===== src/design/owbm_pkg.sv =====
package owbm_pkg;

    // default counter width for the slot timers
    localparam int COUNT_WIDTH_DEF = 10;

    // widths of the configuration port
    localparam int CFG_DATA_W  = 10;
    localparam int CFG_INDEX_W = 3;
    localparam int NUM_REGS    = 8;

    // register indexes
    localparam logic [CFG_INDEX_W-1:0] REG_RESET_LOW   = 3'd0;
    localparam logic [CFG_INDEX_W-1:0] REG_PRES_SAMPLE = 3'd1;
    localparam logic [CFG_INDEX_W-1:0] REG_WR1_LOW     = 3'd2;
    localparam logic [CFG_INDEX_W-1:0] REG_WR0_LOW     = 3'd3;
    localparam logic [CFG_INDEX_W-1:0] REG_WR_SLOT     = 3'd4;
    localparam logic [CFG_INDEX_W-1:0] REG_RD_LOW      = 3'd5;
    localparam logic [CFG_INDEX_W-1:0] REG_RD_SAMPLE   = 3'd6;
    localparam logic [CFG_INDEX_W-1:0] REG_RD_SLOT     = 3'd7;

    localparam logic [CFG_DATA_W-1:0] REG_RESET_VAL [NUM_REGS] =
        '{10'd640, 10'd62, 10'd5, 10'd90, 10'd95, 10'd2, 10'd10, 10'd90};
    localparam logic [CFG_DATA_W-1:0] REG_MIN_VAL [NUM_REGS] =
        '{10'd1, 10'd1, 10'd1, 10'd1, 10'd2, 10'd1, 10'd2, 10'd3};

    // request opcodes
    localparam logic [1:0] OP_TICK  = 2'd0;
    localparam logic [1:0] OP_RESET = 2'd1;
    localparam logic [1:0] OP_WRITE = 2'd2;
    localparam logic [1:0] OP_READ  = 2'd3;

    // command queue between front and back
    localparam int FIFO_DEPTH = 4;
    localparam int FIFO_PTR_W = 2;
    localparam int FIFO_CNT_W = 3;

    // classified request
    typedef struct packed {
        logic       start_reset;
        logic       start_write;
        logic       start_read;
        logic [7:0] tx_byte;
        logic       bus_level;
    } t_cmd;

    typedef struct packed {
        logic                  full;
        logic                  empty;
        logic [FIFO_CNT_W-1:0] count;
    } t_fifo_stat;

    typedef struct packed {
        logic [7:0] rx_byte;
        logic       presence;
        logic       done_res;
        logic       busy_res;
        logic       bus_drive_low;
    } t_res;

endpackage


===== src/design/owbm_front.sv =====
module owbm_front (
    input  logic [1:0]    i_op,
    input  logic [7:0]    i_tx_byte,
    input  logic          i_bus_level,
    output owbm_pkg::t_cmd o_cmd
);

    // decode opcode into start flags, at most one set; tx byte only kept for writes
    always_comb begin
        o_cmd.start_reset = 1'b0;
        o_cmd.start_write = 1'b0;
        o_cmd.start_read  = 1'b0;
        o_cmd.tx_byte     = 8'd0;
        o_cmd.bus_level   = i_bus_level;
        case (i_op)
            owbm_pkg::OP_TICK: begin
            end
            owbm_pkg::OP_RESET: begin
                o_cmd.start_reset = 1'b1;
            end
            owbm_pkg::OP_WRITE: begin
                o_cmd.start_write = 1'b1;
                o_cmd.tx_byte     = i_tx_byte;
            end
            owbm_pkg::OP_READ: begin
                o_cmd.start_read = 1'b1;
            end
            default: begin
            end
        endcase
    end

endmodule


===== src/design/owbm_fifo.sv =====
module owbm_fifo (
    input  logic                 i_clk,
    input  logic                 i_rst_n,
    input  logic                 i_push,
    input  owbm_pkg::t_cmd       i_data,
    input  logic                 i_pop,
    output owbm_pkg::t_cmd       o_data,
    output owbm_pkg::t_fifo_stat o_stat
);

    owbm_pkg::t_cmd r_mem [owbm_pkg::FIFO_DEPTH];

    logic [owbm_pkg::FIFO_PTR_W-1:0] r_wr_ptr, n_wr_ptr;
    logic [owbm_pkg::FIFO_PTR_W-1:0] r_rd_ptr, n_rd_ptr;
    logic [owbm_pkg::FIFO_CNT_W-1:0] r_count, n_count;
    logic                            w_push, w_pop;

    assign o_stat.count = r_count;
    assign o_stat.full  = (r_count == owbm_pkg::FIFO_CNT_W'(owbm_pkg::FIFO_DEPTH));
    assign o_stat.empty = (r_count == '0);

    assign w_push = i_push && !o_stat.full;
    assign w_pop  = i_pop && !o_stat.empty;

    assign o_data = r_mem[r_rd_ptr];

    always_comb begin
        n_wr_ptr = w_push ? r_wr_ptr + 1'b1 : r_wr_ptr;
        n_rd_ptr = w_pop ? r_rd_ptr + 1'b1 : r_rd_ptr;
        n_count  = r_count;
        if (w_push && !w_pop) begin
            n_count = r_count + 1'b1;
        end else if (w_pop && !w_push) begin
            n_count = r_count - 1'b1;
        end
    end

    always_ff @(posedge i_clk) begin
        if (!i_rst_n) begin
            r_wr_ptr <= '0;
            r_rd_ptr <= '0;
            r_count  <= '0;
        end else begin
            r_wr_ptr <= n_wr_ptr;
            r_rd_ptr <= n_rd_ptr;
            r_count  <= n_count;
        end
    end

    always_ff @(posedge i_clk) begin
        if (w_push) begin
            r_mem[r_wr_ptr] <= i_data;
        end
    end

endmodule


===== src/design/owbm_back.sv =====
module owbm_back #(
    parameter int COUNT_WIDTH = owbm_pkg::COUNT_WIDTH_DEF
) (
    input  logic                                i_clk,
    input  logic                                i_rst_n,
    input  logic                                i_cfg_we,
    input  logic [owbm_pkg::CFG_INDEX_W-1:0]    i_cfg_index,
    input  logic [owbm_pkg::CFG_DATA_W-1:0]     i_cfg_data,
    input  logic                                i_cmd_valid,
    input  owbm_pkg::t_cmd                      i_cmd,
    output logic                                o_pop,
    output logic                                o_res_valid,
    input  logic                                i_res_ready,
    output owbm_pkg::t_res                      o_res
);

    localparam logic [2:0] PH_IDLE  = 3'd0;
    localparam logic [2:0] PH_RLOW  = 3'd1;
    localparam logic [2:0] PH_RREL  = 3'd2;
    localparam logic [2:0] PH_RHIGH = 3'd3;
    localparam logic [2:0] PH_WRITE = 3'd4;
    localparam logic [2:0] PH_READ  = 3'd5;

    localparam logic [COUNT_WIDTH-1:0] CNT_ONE = COUNT_WIDTH'(1);

    // timing registers, held already clamped to their minimum
    logic [COUNT_WIDTH-1:0] r_eff [owbm_pkg::NUM_REGS];
    logic [COUNT_WIDTH-1:0] w_cfg_val, w_cfg_min;

    logic [2:0]             r_phase, n_phase;
    logic [COUNT_WIDTH-1:0] r_tick, n_tick;
    logic [2:0]             r_bit, n_bit;
    logic [7:0]             r_shift, n_shift;
    logic                   r_pres, n_pres;
    logic [7:0]             r_rx, n_rx;
    logic                   r_out_valid;
    owbm_pkg::t_res         r_out, n_out;

    logic [2:0]             v_ph;
    logic [COUNT_WIDTH-1:0] v_tick, v_inc, v_low, v_sp;
    logic [7:0]             v_shift;
    logic [2:0]             v_bit;
    logic                   v_drive, v_done, v_finish;

    assign w_cfg_val = COUNT_WIDTH'(i_cfg_data);
    assign w_cfg_min = COUNT_WIDTH'(owbm_pkg::REG_MIN_VAL[i_cfg_index]);

    always_ff @(posedge i_clk) begin
        if (!i_rst_n) begin
            for (int i = 0; i < owbm_pkg::NUM_REGS; i++) begin
                r_eff[i] <= COUNT_WIDTH'(owbm_pkg::REG_RESET_VAL[i]);
            end
        end else if (i_cfg_we) begin
            r_eff[i_cfg_index] <= (w_cfg_val < w_cfg_min) ? w_cfg_min : w_cfg_val;
        end
    end

    // take the next tick whenever the output register is free or draining
    assign o_pop       = i_cmd_valid && (!r_out_valid || i_res_ready);
    assign o_res_valid = r_out_valid;
    assign o_res       = r_out;

    // read sample point: pulled onto the last slot tick if beyond the slot
    assign v_sp = (r_eff[owbm_pkg::REG_RD_SAMPLE] < r_eff[owbm_pkg::REG_RD_SLOT]) ?
                  r_eff[owbm_pkg::REG_RD_SAMPLE] :
                  r_eff[owbm_pkg::REG_RD_SLOT] - CNT_ONE;

    always_comb begin
        n_phase  = r_phase;
        n_tick   = r_tick;
        n_bit    = r_bit;
        n_shift  = r_shift;
        n_pres   = r_pres;
        n_rx     = r_rx;
        v_drive  = 1'b0;
        v_done   = 1'b0;
        v_finish = 1'b0;
        v_low    = '0;

        v_ph    = (r_phase > PH_READ) ? PH_IDLE : r_phase;
        v_tick  = r_tick;
        v_bit   = r_bit;
        v_shift = r_shift;

        if (v_ph == PH_IDLE) begin
            if (i_cmd.start_reset) begin
                v_ph   = PH_RLOW;
                v_tick = '0;
            end else if (i_cmd.start_write) begin
                v_ph    = PH_WRITE;
                v_shift = i_cmd.tx_byte;
                v_bit   = '0;
                v_tick  = '0;
            end else if (i_cmd.start_read) begin
                v_ph    = PH_READ;
                v_shift = '0;
                v_bit   = '0;
                v_tick  = '0;
            end
        end

        v_inc   = v_tick + CNT_ONE;
        n_phase = v_ph;
        n_tick  = v_tick;
        n_bit   = v_bit;
        n_shift = v_shift;

        case (v_ph)
            PH_RLOW: begin
                v_drive = 1'b1;
                n_tick  = v_inc;
                if (v_inc >= r_eff[owbm_pkg::REG_RESET_LOW]) begin
                    n_phase = PH_RREL;
                    n_tick  = '0;
                end
            end
            PH_RREL: begin
                n_tick = v_inc;
                if (v_inc >= r_eff[owbm_pkg::REG_PRES_SAMPLE]) begin
                    n_tick = '0;
                    if (!i_cmd.bus_level) begin
                        n_pres  = 1'b1;
                        n_phase = PH_RHIGH;
                    end else begin
                        n_pres  = 1'b0;
                        n_phase = PH_IDLE;
                        v_done  = 1'b1;
                    end
                end
            end
            PH_RHIGH: begin
                if (i_cmd.bus_level) begin
                    n_phase = PH_IDLE;
                    v_done  = 1'b1;
                end
            end
            PH_WRITE: begin
                v_low   = v_shift[0] ? r_eff[owbm_pkg::REG_WR1_LOW] :
                                       r_eff[owbm_pkg::REG_WR0_LOW];
                v_drive = (v_tick < v_low);
                n_tick  = v_inc;
                if (v_inc >= r_eff[owbm_pkg::REG_WR_SLOT]) begin
                    n_shift  = {1'b0, v_shift[7:1]};
                    v_finish = 1'b1;
                end
            end
            PH_READ: begin
                v_drive = (v_tick < r_eff[owbm_pkg::REG_RD_LOW]);
                if (v_tick == v_sp) begin
                    n_shift = {i_cmd.bus_level, v_shift[7:1]};
                end
                n_tick = v_inc;
                if (v_inc >= r_eff[owbm_pkg::REG_RD_SLOT]) begin
                    if (v_bit == 3'd7) begin
                        n_rx = n_shift;
                    end
                    v_finish = 1'b1;
                end
            end
            default: begin
            end
        endcase

        // end of a write or read slot
        if (v_finish) begin
            n_tick = '0;
            if (v_bit == 3'd7) begin
                n_bit   = '0;
                n_phase = PH_IDLE;
                v_done  = 1'b1;
            end else begin
                n_bit = v_bit + 1'b1;
            end
        end

        n_out.bus_drive_low = v_drive;
        n_out.busy_res      = (n_phase != PH_IDLE);
        n_out.done_res      = v_done;
        n_out.presence      = n_pres;
        n_out.rx_byte       = n_rx;
    end

    always_ff @(posedge i_clk) begin
        if (!i_rst_n) begin
            r_phase     <= PH_IDLE;
            r_tick      <= '0;
            r_bit       <= '0;
            r_shift     <= '0;
            r_pres      <= 1'b0;
            r_rx        <= '0;
            r_out_valid <= 1'b0;
        end else begin
            if (o_pop) begin
                r_phase <= n_phase;
                r_tick  <= n_tick;
                r_bit   <= n_bit;
                r_shift <= n_shift;
                r_pres  <= n_pres;
                r_rx    <= n_rx;
            end
            if (o_pop) begin
                r_out_valid <= 1'b1;
            end else if (i_res_ready) begin
                r_out_valid <= 1'b0;
            end
        end
    end

    always_ff @(posedge i_clk) begin
        if (o_pop) begin
            r_out <= n_out;
        end
    end

endmodule


===== src/design/one_wire_bus_master.sv =====
// One-wire bus master, one tick request per microsecond.
// A tick request goes through the queue register, then the output register, to m_tdata.
// Throughput: one tick request per cycle unless a result stalls in the output register.
// Reset: i_rst_n synchronous, active low; clears queue, engine and output valid,
//   and loads the timing registers with their default values.
module one_wire_bus_master #(
    parameter int COUNT_WIDTH = owbm_pkg::COUNT_WIDTH_DEF
) (
    input  logic                             i_clk,
    input  logic                             i_rst_n,
    // tick requests
    input  logic                             s_tvalid,
    output logic                             s_tready,
    input  logic [15:0]                      s_tdata,  // [7:0] tx_byte, [8] bus_level, rest 0
    input  logic [1:0]                       s_tuser,  // [1:0] op
    // results, one per tick
    output logic                             m_tvalid,
    input  logic                             m_tready,
    output logic [15:0]                      m_tdata,  // [0] bus_drive_low, [1] busy_res,
                                                       // [2] done_res, [3] presence,
                                                       // [11:4] rx_byte, rest 0
    // timing register writes
    input  logic                             i_cfg_valid,
    output logic                             o_cfg_ready,
    input  logic [owbm_pkg::CFG_INDEX_W-1:0] i_cfg_index,
    input  logic [owbm_pkg::CFG_DATA_W-1:0]  i_cfg_data
);

    owbm_pkg::t_cmd       w_front_cmd;
    owbm_pkg::t_cmd       w_head_cmd;
    owbm_pkg::t_fifo_stat w_fifo_stat;
    owbm_pkg::t_res       w_res;
    logic                 w_push;
    logic                 w_pop;
    logic                 w_cfg_we;

    // registers are always writable; writes are to come only while the bus is idle, which the block does not enforce
    assign o_cfg_ready = 1'b1;
    assign w_cfg_we    = i_cfg_valid && o_cfg_ready;

    // front: decode opcode into start flags
    owbm_front u_front (
        .i_op        (s_tuser),
        .i_tx_byte   (s_tdata[7:0]),
        .i_bus_level (s_tdata[8]),
        .o_cmd       (w_front_cmd)
    );

    // short queue lets the input keep streaming while a result waits downstream
    assign s_tready = !w_fifo_stat.full;
    assign w_push   = s_tvalid && s_tready;

    owbm_fifo u_fifo (
        .i_clk   (i_clk),
        .i_rst_n (i_rst_n),
        .i_push  (w_push),
        .i_data  (w_front_cmd),
        .i_pop   (w_pop),
        .o_data  (w_head_cmd),
        .o_stat  (w_fifo_stat)
    );

    // back: reset / write / read slot engine plus output register
    owbm_back #(
        .COUNT_WIDTH (COUNT_WIDTH)
    ) u_back (
        .i_clk       (i_clk),
        .i_rst_n     (i_rst_n),
        .i_cfg_we    (w_cfg_we),
        .i_cfg_index (i_cfg_index),
        .i_cfg_data  (i_cfg_data),
        .i_cmd_valid (!w_fifo_stat.empty),
        .i_cmd       (w_head_cmd),
        .o_pop       (w_pop),
        .o_res_valid (m_tvalid),
        .i_res_ready (m_tready),
        .o_res       (w_res)
    );

    assign m_tdata = {4'd0, w_res.rx_byte, w_res.presence, w_res.done_res,
                      w_res.busy_res, w_res.bus_drive_low};

    // engine must not advance while a result is stuck in the output register
    a_no_pop_when_stalled: assert property (@(posedge i_clk) disable iff (!i_rst_n)
        (m_tvalid && !m_tready) |-> !w_pop)
        else $error("engine advanced over a stalled result");

    // a finished command never reports itself still busy
    a_done_not_busy: assert property (@(posedge i_clk) disable iff (!i_rst_n)
        m_tvalid |-> !(w_res.done_res && w_res.busy_res))
        else $error("done and busy on the same tick");

    // queue occupancy stays within its depth
    a_fifo_bound: assert property (@(posedge i_clk) disable iff (!i_rst_n)
        w_fifo_stat.count <= owbm_pkg::FIFO_CNT_W'(owbm_pkg::FIFO_DEPTH))
        else $error("command queue overflow");

    // a request taken into an empty queue is seen at its head on the next edge
    a_push_reaches_head: assert property (@(posedge i_clk) disable iff (!i_rst_n)
        (w_push && w_fifo_stat.empty && !w_pop) |=> !w_fifo_stat.empty)
        else $error("pushed request lost");

endmodule


===== config.mk =====
export PLATFORM = sky130hd
export DESIGN_NAME = one_wire_bus_master
export DESIGN_NICKNAME = d
export VERILOG_FILES = /design/src/design/owbm_pkg.sv /design/src/design/owbm_front.sv /design/src/design/owbm_fifo.sv /design/src/design/owbm_back.sv /design/src/design/one_wire_bus_master.sv
export SDC_FILE = /design/constraint.sdc
export NUM_CORES = 1
export LEC_CHECK = 0
export BUFFER_PORTS_ARGS = -buffer_cell sky130_fd_sc_hd__buf_2
export CAP_MARGIN = 40
export CORE_UTILIZATION = 30
export CTS_CLUSTER_SIZE = 14
export DETAILED_ROUTE_END_ITERATION = 7
export PLACE_DENSITY = 0.54
export SYNTH_ARGS = -nofsm -noshare
export SYNTH_HDL_FRONTEND = slang
export SYNTH_HIERARCHICAL = 1
export SYNTH_SLANG_ARGS = --single-unit

===== constraint.sdc =====
create_clock -name i_clk -period 10.4 [get_ports i_clk]
set_input_delay 2.08 -clock i_clk [delete_from_list [all_inputs] [get_ports i_clk]]
set_output_delay 2.08 -clock i_clk [all_outputs]
set_load 0.01 [all_outputs]

* Yosys cells after proc, flatten, opt, wreduce, memory -nomap -nowiden
Memory sizes are Yosys's and may differ from the RTL's. A register that Yosys moved wholly into a read port is not among the register bits.
Index checks and enable logic that the tools add are counted.
** Word-level totals
- Flip-flop bits (word level) :: 53
- Memory bits (writable) :: 128
- Memory bits (read-only) :: 80
- Bits of input ports :: 36
- Output and inout bits :: 19
- Word-level logic and storage cells :: 138
- Memories :: 3
** Cells by class
- Add/sub/neg operators :: 7
- $lt $le $gt $ge :: 10
- Eq/ne operators :: 11
- Mux-type cells :: 72
- Bitwise logic cells :: 1
- Reductions and logical operators :: 19
** Memories
- (no name shown) :: words 8, bits a word 10, read ports 1, clocked after Yosys merged registers in 0, write ports 0, line owbm_back.sv:46 : assign w_cfg_min = COUNT_WIDTH'(owbm_pkg::REG_MIN_VAL[i_cfg_index]);
- u_back.r_eff :: words 8, bits a word 10, read ports 8, clocked after Yosys merged registers in 0, write ports 8, line owbm_back.sv:27 : logic [COUNT_WIDTH-1:0] r_eff [owbm_pkg::NUM_REGS];
- u_fifo.r_mem :: words 4, bits a word 12, read ports 1, clocked after Yosys merged registers in 1, write ports 1, line owbm_fifo.sv:11 : owbm_pkg::t_cmd r_mem [owbm_pkg::FIFO_DEPTH];
** Operators with widths (number)
- 10-bit two-way mux :: 13
- 8-bit two-way mux :: 10
- 3-bit two-way mux :: 19
- 10-bit greater-or-equal comparator :: 4
- 10-bit < comparator :: 4
- 10-bit one-hot mux with 3 select lines :: 1
- 1-bit two-way mux :: 21
- 8-bit one-hot mux with 2 select lines :: 1
- 3-bit == test (second input constant) :: 4
- 10-bit by 1-bit adder with 10-bit output (second input constant) :: 1
- 10-bit == test :: 1
- 10-bit OR reduction :: 1
- 10-bit by 1-bit subtractor with 10-bit output (second input constant) :: 1
- 3-bit one-hot mux with 3 select lines :: 1
- 3-bit by 1-bit adder with 3-bit output (second input constant) :: 2
- 3-bit by 2-bit == test with 1-bit output (second input constant) :: 2
- 1-bit logical AND :: 6
- 3-bit zero test :: 2
- 2-bit two-way mux :: 3
- 1-bit zero test :: 5
- 2-bit by 1-bit adder with 2-bit output (second input constant) :: 2
- 2-bit == test (second input constant) :: 2
- 4-bit greater-or-equal comparator (second input constant) :: 1
- 3-bit inverter with 4-bit output :: 1
- 10 further kinds :: 12

* Logic depth before layout (Yosys ltp)
Gate-level depths: netlist of the first run.
- Depth in word-level cells :: 11
- Depth in mapped cells :: 23
- Depth with buffers taken out :: 20

* Hierarchy
Netlist of the first run, hierarchy kept.
** Modules (own cells, without submodules)
- owbm_back :: times used 1, cells an instance 793, area each 7878.8 sq um
- owbm_fifo :: times used 1, cells an instance 110, area each 2217.1 sq um
- owbm_front :: times used 1, cells an instance 14, area each 112.6 sq um
- one_wire_bus_master :: times used 1, cells an instance 10, area each 58.8 sq um

* Worst setup path before layout of the first run
OpenSTA, ideal clock, no wires.
- Path kind :: register -> register
- From :: register (tool-made name)
- To :: register u_back.r_tick[2]
- Arrival time :: 4.785 ns
- Data required time :: 10.342 ns
- Slack :: 5.558 ns
- Cell stages (with the launch flop) :: 22
- Path buffers :: 3
- Period minus slack after synthesis :: 4.842 ns
- Cells stage by stage :: dfxtp_1 > buf_6 > mux4_2 > nor3_1 > a21o_1 > and2_1 > clkbuf_1 > nand2_1 > or3_1 > and2_1 > or2_2 > ha_1 > a21oi_1 > nor2b_1 > o21ai_0 > o311ai_0 > o21ai_1 > o21ba_2 > or2_2 > clkbuf_1 > a21oi_1 > a21o_1
** RTL lines
- to (signal assigned) :: line owbm_back.sv:195 : r_tick <= n_tick;
- to (decl) :: line owbm_back.sv:31 : logic [COUNT_WIDTH-1:0] r_tick, n_tick;

==> results of run 1 <==
power by group:
group / leakage [nW] / internal, W / switching, W / total (W)
clock: 0.275 / 0.000317 / 0.000306 / 0.000623
sequential: 1.69 / 0.000891 / 0.0000660 / 0.000957
combinational: 2.67 / 0.000270 / 0.000468 / 0.000738
flip-flops by register name, indices dropped and copies added (netlist names), named ones only:
register and count:
u_back/r_rx 8, u_back/r_tick 10, u_fifo/r_wr_ptr 2, u_fifo/r_rd_ptr 2, u_back/o_res_valid 1, u_back/r_shift 8
u_back/r_eff 80, u_back/r_pres 1, u_fifo/r_count 3, u_back/r_phase 3, u_back/r_bit 3, u_back/o_res 12
u_fifo/r_mem 48
cell usage after synthesis, drive strengths merged (2+ instances only):
cell	n	area (um^2)
nor4	6	58.8
o31ai	3	27.5
and3	21	131
conb	2	7.51
clkbuf	22	82.6
o211ai	7	62.6
a211oi	7	62.6
dfxtp	43	861
nand4	8	50.1
or4	3	26.3
inv	66	248
nor2b	13	81.3
a221oi	4	35.0
edfxtp	140	4200
buf	18	136
xnor2	21	184
a22o	13	114
and2	57	357
o21ai	48	240
and3b	8	70.1
nor2	43	164
a221o	2	20.0
or2	5	31.3
nor3	16	90.1
or3	19	129
nand2b	18	113
mux4	12	270
nand3	12	60.1
a21o	16	120
o21a	7	52.6
mux2	11	135
a32oi	2	17.5
mux2i	23	230
ha	77	963
xor2	2	17.5
a31oi	4	25.0
a21oi	44	220
o311ai	2	17.5
a22oi	15	113
a21boi	8	60.1
nand2	66	250
a2111oi	3	26.3
o21ba	2	20.0
how the worst max path moves through the flow:
stage / end / cells after the start / start
2_1_floorplan: u_back/r_tick[2] / 21 / flip-flop
3_3_place_gp: u_back/r_tick[2] / 19 / flip-flop
3_5_place_dp: u_back/r_tick[2] / 19 / flip-flop
4_1_cts: u_back/r_tick[2] / 19 / flip-flop
5_1_grt: u_back/o_res[1] / 18 / flip-flop
6_report: u_back/r_tick[2] / 19 / flip-flop
layer usage:
layer	up-vias	part of all wire
met5	-	0
met2	130	0.48
met3	28	0.027
met4	0	0.022
li1	3461	-
met1	3382	0.47
cell type report:
class,count,area (um^2),share of cell area
Timing Repair Buffer,52,285,0.0249
Sequential cell,183,5060,0.442
Clock inverter,14,134,0.0117
Multi-Input combinational cell,641,4750,0.414
Inverter,66,248,0.0216
Tap cell,448,561,0.0489
Clock buffer,18,429,0.0374
metrics by stage:
| stage | std cells | power [W] | instance area, um^2 | worst slack (ns) |
|---|---|---|---|---|
| 2_1_floorplan | 930 | 0.00149 | 10300 | 5.56 |
| 3_3_place_gp | 1388 | 0.00170 | 10900 | 3.84 |
| 3_5_place_dp | 1390 | 0.00171 | 10900 | 3.67 |
| 4_1_cts | 1422 | 0.00233 | 11500 | 3.64 |
| 5_1_grt | 1422 | 0.00245 | 11500 | 3.12 |
| 6_report | 1422 | 0.00232 | 11500 | 3.66 |
logic make-up after synthesis:
family,Yosys count
DFF,183
other,2
muxes,46
xor gates and xnor gates,23
adders and majority gates,78
buffers and inverters,106
AOI/OAI and AO/OA,192
and+or+nand+nor,297
worst max-delay path: stages (launching register included):
cell      delay (ns)
dfxtp_1         0.85
mux4_2          0.68
nor3_1          0.30
a21o_1          0.46
nand2_1         0.29
inv_1           0.36
ha_1            0.26
nand3_1         0.14
nor2_1          0.18
nand3_1         0.11
xnor2_1         0.67
ha_1            0.38
nor2b_1         0.13
o21ai_0         0.14
o311ai_0        0.28
o21ai_1         0.51
o21ba_2         0.27
or2_2           0.40
a21oi_1         0.15
a21o_1          0.10
==> impl_summary.md, run 1 <==
Status
The flow ran to the end, and the final reports show no timing, DRC or antenna violations.

CTS
The cell at the root of the clock tree is clkbuf_16. The clock sink count is roughly 180. The maximum clock insertion buffer count is 2. The post-cts sizing count is 0. The later pin in the worst-skew pair is clocked with a latency of approximately 0.45 ns. The H-tree was split into 4 levels.

In this run, post-CTS hold repair placed 0 buffers. The TritonCTS clock tree is done. Post-CTS timing repair inserted 0 buffers for setup. The clock buffer count from CTS is 17. Clock-pin slew was measured on the worst setup and hold paths at 0.08 ns.

Cells and area
The count of antenna diodes in the layout is 0. For this run, the post-layout net count is 1,075. Leaving out fill and tap cells, the most frequent cell in the layout is edfxtp_1.

The top cell types in the final layout, fill and taps aside, are edfxtp_1, ha_1, inv_1. The filler cell count is roughly 3,300. The utilization after layout is 0.341. Compared with the post-synthesis result, the final layout area differs by 11.7%. The share of layout cells above drive strength 1 is 0.130.

Synth
Counting flops and latches in the post-synthesis netlist gives 183. The multiplexer share of the synthesized area is 0.0619. In the synthesized netlist, the number of instances is between 900 and 1,000. The most used flip-flop cell after synthesis is edfxtp_1. Of the total synthesized cell area, the portion taken by full adders, half adders and majority gates is 0.0958. The Yosys step of the flow raised 6 warnings. The largest family of logic cells by synthesized area is simple AND/OR/NAND/NOR gates. The synthesized area per cell is approximately 11 um^2. The async set-reset flop share out of synthesis is 0. The share of the Yosys chip area taken by registers is 0.493.

The count of unique library cells instantiated by Yosys is 68. The post-synthesis xor/xnor area fraction is 0.0196. The fraction of the mapped netlist area in compound gates came to 0.124. Yosys mapped a number of flops with a built-in enable equal to 140.

The share of synthesized cell area in and, or, nand and nor gates is 0.159. The total standard cell area after synthesis is between 10,000 and 15,000 um^2.

Global route
The most utilized layer in the global route result is met2. The pin count of the biggest net entering global routing is 40. The residual overflow from global routing is 0. The via count of the first global-routing pass was 6,798. The overall global routing resource usage is 0.143. For this run, global-route usage on met2 was measured as 0.235.

For this run, global-route usage on met3 was measured as 0.0229. The initial antenna violation count is 0. The first-pass GRT wire length is around 38 mm. The global-route track usage on met1 is 0.188.

STA
The final hold slack is 0.456 ns. The number of hold-slack violations in the final timing report was 0. The summed negative setup slack over all endpoints is 0 ns.

On the final layout, the worst clock skew is between 0.01 and 0.015 ns. Setup repair after global routing left no endpoint under its margin. Setup violations remaining at the end of the flow were counted as 0. The headroom to the max-slew limit is 0.444.

The number of pins exceeding their max-slew limit in the final report is 0. Counting I/O delays and the setup requirement, the final critical path takes between 6 and 7 ns. The share of the cycle needed by the critical path after routing is 0.648. For this run, the top clock speed supported by timing is about 0.15 GHz. The transition time at the pin with the least slew margin is 0.828 ns.

Die
The floorplan step set the die width to ~190 um. The initial cell density of the core is 0.305. The overall die area is 35,000 um^2. The core region is approximately 34,000 um^2. After floorplanning, the core was divided into 67 placement rows. The number of top-level pins is 55.

The vertical die dimension is 187 um.

Critical path
Along the worst path, the maximum fanout reaches 16. The kind of end point of the critical path is a flip-flop. The nature of the critical path startpoint is a flip-flop. By startpoint and endpoint, the worst setup path is classified as flip-flop to flip-flop.

The register-to-register setup slack is about 3.7 ns. The data arrival time at the worst-slack endpoint is about 7.1 ns. Measured in cells, the most critical reg-to-reg path has a length of 19. The terminus of the critical flop-to-flop path is u_back/r_tick[2].

The required time of the critical path is roughly 11 ns.

Placed design
Routability-driven placement finished with a final weighted congestion of approximately 0.86. The final HPWL from detailed placement is between 15 and 20 mm. Port buffering added 42 buffers.

Worst hold path
In this run the most critical hold path is launched from u_back/r_tick[8]. The worst hold-check path type is flip-flop to flip-flop. The sink of the worst hold path is u_back/r_tick[8]. The worst hold path was traced through 2 stages.

Drt
The first detailed-routing pass took 5 iterations. The routed length per placed instance is 17.2 um. The total via count in the routed design is about 7,000. Summed over all layers, the routed wires come to 24.4 mm. In the routed design, unresolved DRC markers number 0.

The via density per instance is just under 5. The starting DRC count in detailed routing is 567. The residual antenna-violating net count after detailed routing is 0.

Run
Across the run, the number of max-cap violations was 0.

Power
The total power divided by cell area is a little over 200 nW/um^2. The standby leakage power is 4.64 nW. The worst IR drop on VDD is 0.100 mV.
Note: power is estimated with default switching activity, not from simulation.
==> run 2: changes to the inputs <==
- ABC_AREA: not set -> 1
- clock period: 10.4 -> 6.5 ns (I/O delays scaled with it)
==> impl_summary.md, run 2 <==
Synth
The number of enable flip-flop cells after synthesis is 140 (unchanged). The count of synthesis-stage warnings from yosys is 6 (unchanged). The fraction of the mapped netlist area in compound gates is 0.0971 (-0.0272). The portion of the post-synthesis area used by sequential elements is 0.477 (-0.0162). After synthesis, the most frequently instantiated cells are nand2_1, nor2_1, inv_1. The most common cell in the synthesized netlist is nand2_1. The gate count of the mapped netlist is 1,261 (+36%). The total standard cell area after synthesis is 10,600 um^2 (+3.4%). The biggest area contributor in the post-synthesis netlist is edfxtp_1. The adder and majority gate portion of the synthesized area is 0.0926 (-0.00314).

The count of unique library cells instantiated by Yosys is 45 (-34%). After synthesis, the cell types taking the most area are edfxtp_1, ha_1, nand2_1, dfxtp_1, nor2_1. The post-synthesis register bit count is 183 (unchanged). The post-synthesis xor/xnor area fraction is 0.00495 (-0.0147).

The share of the synthesized area in the top cell type is 0.396 (-0.0134). The most used flip-flop cell after synthesis is edfxtp_1. The async set-reset flop share out of synthesis is 0 (unchanged). The multiplexer share of the synthesized area is 0.00849 (-0.0534). The share of synthesized cell area in and, or, nand and nor gates is 0.237 (+0.0784). The synthesized area per cell is 8.42 um^2 (-24%). After synthesis, the largest family of logic cells by area is simple AND/OR/NAND/NOR gates.

Global route
The via count of the first global-routing pass is 7,762 (+14%). The first-pass GRT wire length is 41.7 mm (+9.7%). The initial antenna violation count came to 0 (unchanged). The pin count of the biggest net entering global routing is 47 (+18%). The residual overflow from global routing is 0 (unchanged). The overall global routing resource usage is 0.150 (+0.00758).

Worst hold path
The worst hold-check path type is flip-flop to flip-flop.

Die
The overall die area is 36,100 um^2 (+3.3%). The placeable core area is 34,700 um^2 (+3.3%). The vertical die dimension is 190 um (+1.7%). The initial cell density of the core is 0.306 (+0.000365). The number of rows created at floorplan is 68 (+1.5%). The number of top-level pins is 55 (unchanged). The die boundary width came to 190 um (+1.7%).

Placed design
The total placed cells including tap cells is 1,740 (+25%). The final HPWL from detailed placement is 19.5 mm (+9.9%). The number of port buffers is 42 (unchanged).

The routability-driven placement congestion ratio was 0.851 (-1.0%).

CTS
The clock buffer count from CTS was 17 (unchanged). The clock-pin slew of the registers on the worst-case setup and hold paths is 0.08 ns (about the same). The maximum clock insertion buffer count came to 2 (unchanged).

The cell sitting at the root of the clock tree is a clkbuf_16. The post-CTS repair timing setup buffer count is 0 (unchanged). The TritonCTS clock tree is done. The post-cts sizing count came to 0 (unchanged). The clock sink count was 183 (unchanged). The number of levels the H-tree was split into is 4 (unchanged). The latest clock arrival within the worst-skew pair came to 0.45 ns (about the same).

The number of buffers inserted for hold repair after clock tree synthesis is 0 (unchanged).

Cells and area
The number of flip-flops in the largest register is 80 (unchanged). The multi-input logic area is 4690 um^2 (-1.1%). The register with the most flip-flops is u_back/r_eff.

The utilization after layout is 0.344 (+0.00309). The share of layout cells above drive strength 1 is 0.106 (-0.0248). The count of antenna diodes in the layout is 0 (unchanged). The net count reported at finish was 1,418 (+32%).

The layout overhead on the synthesized area is 12.6%. The commonest non-fill, non-tap cell in the layout is nand2_1. The count of non-filler cells in the finished layout came to 1,772 (+25%). In the layout the commonest cells are nand2_1, nor2_1, inv_1. The area used by sequential logic in the layout came to 5060 um^2 (unchanged). The filler cell count was 3,592 (+8.2%).

Power
The worst IR drop on VDD is 0.179 mV (+79%). The total power divided by cell area is 401 nW/um^2 (+98%). The standby leakage power is 5.33 nW (+15%).

The overall power after layout is 0.00479 W (+110%).

STA
The number of hold-slack violations in the final timing report is 0 (unchanged). The share of the cycle needed by the critical path after routing is 0.834 (+0.186). The transition time at the pin with the least slew margin was 0.720 ns (-0.108 ns). Setup repair after global routing left no endpoint under its margin.

The clock skew after layout is 0.0132 ns (+0.00130 ns). The headroom to the max-slew limit is 0.519 (+0.0745). The number of pins exceeding their max-slew limit in the final report was 0 (unchanged). The post-route minimum period is 5.42 ns (-1.32 ns).

The maximum achievable frequency is 0.185 GHz (+24%). The setup violation total in the final timing report is 0 (unchanged). The summed negative setup slack over all endpoints is 0 ns (unchanged).

Critical path
The maximum fanout encountered on the critical timing path is 13 (-3). The terminus of the critical flop-to-flop path is u_back/r_tick[1]. The data arrival time at the worst-slack endpoint is 5.80 ns (-1.33 ns). STA classifies the critical path endpoint as a flip-flop.

The cell count of the worst reg-to-reg path is 24 (+5). The required time of the critical path came to 6.88 ns (-3.91 ns). In this run the worst setup path terminates at u_back/r_tick[1]. The classification of the worst setup path is flip-flop to flip-flop. The nature of the critical path startpoint is a flip-flop. The register-to-register setup slack is 1.08 ns (-2.58 ns).

Drt
The residual antenna-violating net count after detailed routing was 0 (unchanged). The number of iterations in the first detailed-routing pass is 5 (unchanged). The starting DRC count in detailed routing was 695 (+23%). The remaining routing DRC violations came to 0 (unchanged). The routed length per placed instance was 14.9 um (-13%). The total via count in the routed design is 8,324 (+19%). The overall routed net length is 26.5 mm (+8.4%). The via density per instance came to 4.70 (-4.6%).

Status
The run finished with clean final reports.

Run
The max-cap violation count was 0 (unchanged).
-- run 2: changes by cell type in the layout (fill, tap and decap cells not counted), sizes merged, moves of 37 or more --
cell / previous run / this run
nand2: 66 / 251
nor2: 43 / 213
inv: 74 / 184
nand3: 12 / 92
and2: 57 / 0
o21ai: 48 / 85
-- run 2: power by group --
| part | switching [W] | total, W | internal, W |
|---|---|---|---|
| logic | 0.00144 | 0.00211 | 0.000674 |
| clock network | 0.000545 | 0.00108 | 0.000538 |
| registers | 0.0000996 | 0.00159 | 0.00149 |
-- run 2: cells by family after synthesis --
family                   after synthesis
AO/OA/AOI/OAI                        183
XOR/XNOR                               6
adder cells (fa/ha/maj)               78
buffers and inverters                213
flip-flops                           183
multiplexers                           9
other                                  2
AND/OR/NAND/NOR                      587
-- run 2: worst min path at each step --
stage	start	to	slack, ns	cells past startpoint
3_5_place_dp	u_back/r_bit[2]	u_back/r_bit[2]	0.46	2
3_3_place_gp	u_back/r_bit[0]	u_back/r_bit[0]	0.45	2
6_report	u_back/r_bit[2]	u_back/r_bit[2]	0.47	2
5_1_grt	u_back/r_tick[9]	u_back/r_tick[9]	0.49	2
2_1_floorplan	u_back/r_bit[0]	u_back/r_bit[0]	0.45	2
4_1_cts	u_back/r_bit[2]	u_back/r_bit[2]	0.47	2
-- run 2: layer usage --
layer,track usage,up-vias,wire length (um)
met5,0,-,0
met4,0.0592,0,706
met3,0.0223,33,891
met2,0.233,150,11900
met1,0.209,3852,13000
li1,-,4289,-
-- run 2: layout make-up --
| type | count | share of cell area |
|---|---|---|
| clock buffer | 17 | 0.0356 |
| timing repair buffer | 52 | 0.0252 |
| clock inverter | 15 | 0.0177 |
| tap | 455 | 0.0476 |
| inverter | 182 | 0.0572 |
| sequential | 183 | 0.424 |
| multi-input combinational | 868 | 0.393 |
-- run 2: worst max-delay path: stages, from the launching register on --
cell and delay (ns):
dfxtp_1 0.62, inv_1 0.34, o21ai_0 0.16, o22ai_1 0.19, nor3_1 0.28, nor3_2 0.11
nor2_2 0.42, ha_1 0.27, nand3_1 0.13, nor2_1 0.23, nand4_1 0.13, xor2_1 0.50
ha_1 0.34, nand2_1 0.11, nor2_1 0.08, o211ai_1 0.09, nand3_1 0.08, or2_2 0.34
nor3_1 0.35, nor3_4 0.11, inv_2 0.12, nand2_1 0.06, nand2_1 0.07, nand3_1 0.09
a21oi_1 0.13
-- run 2: metrics by stage --
stage,hold WS [ns],worst slack [ns],area (um^2)
final,0.468,1.08,12000
after global routing,0.494,0.505,12000
after CTS,0.473,1.05,12000
after detailed placement,0.460,1.08,11300
after global placement,0.453,1.11,11300
after floorplan,0.445,2.52,10600
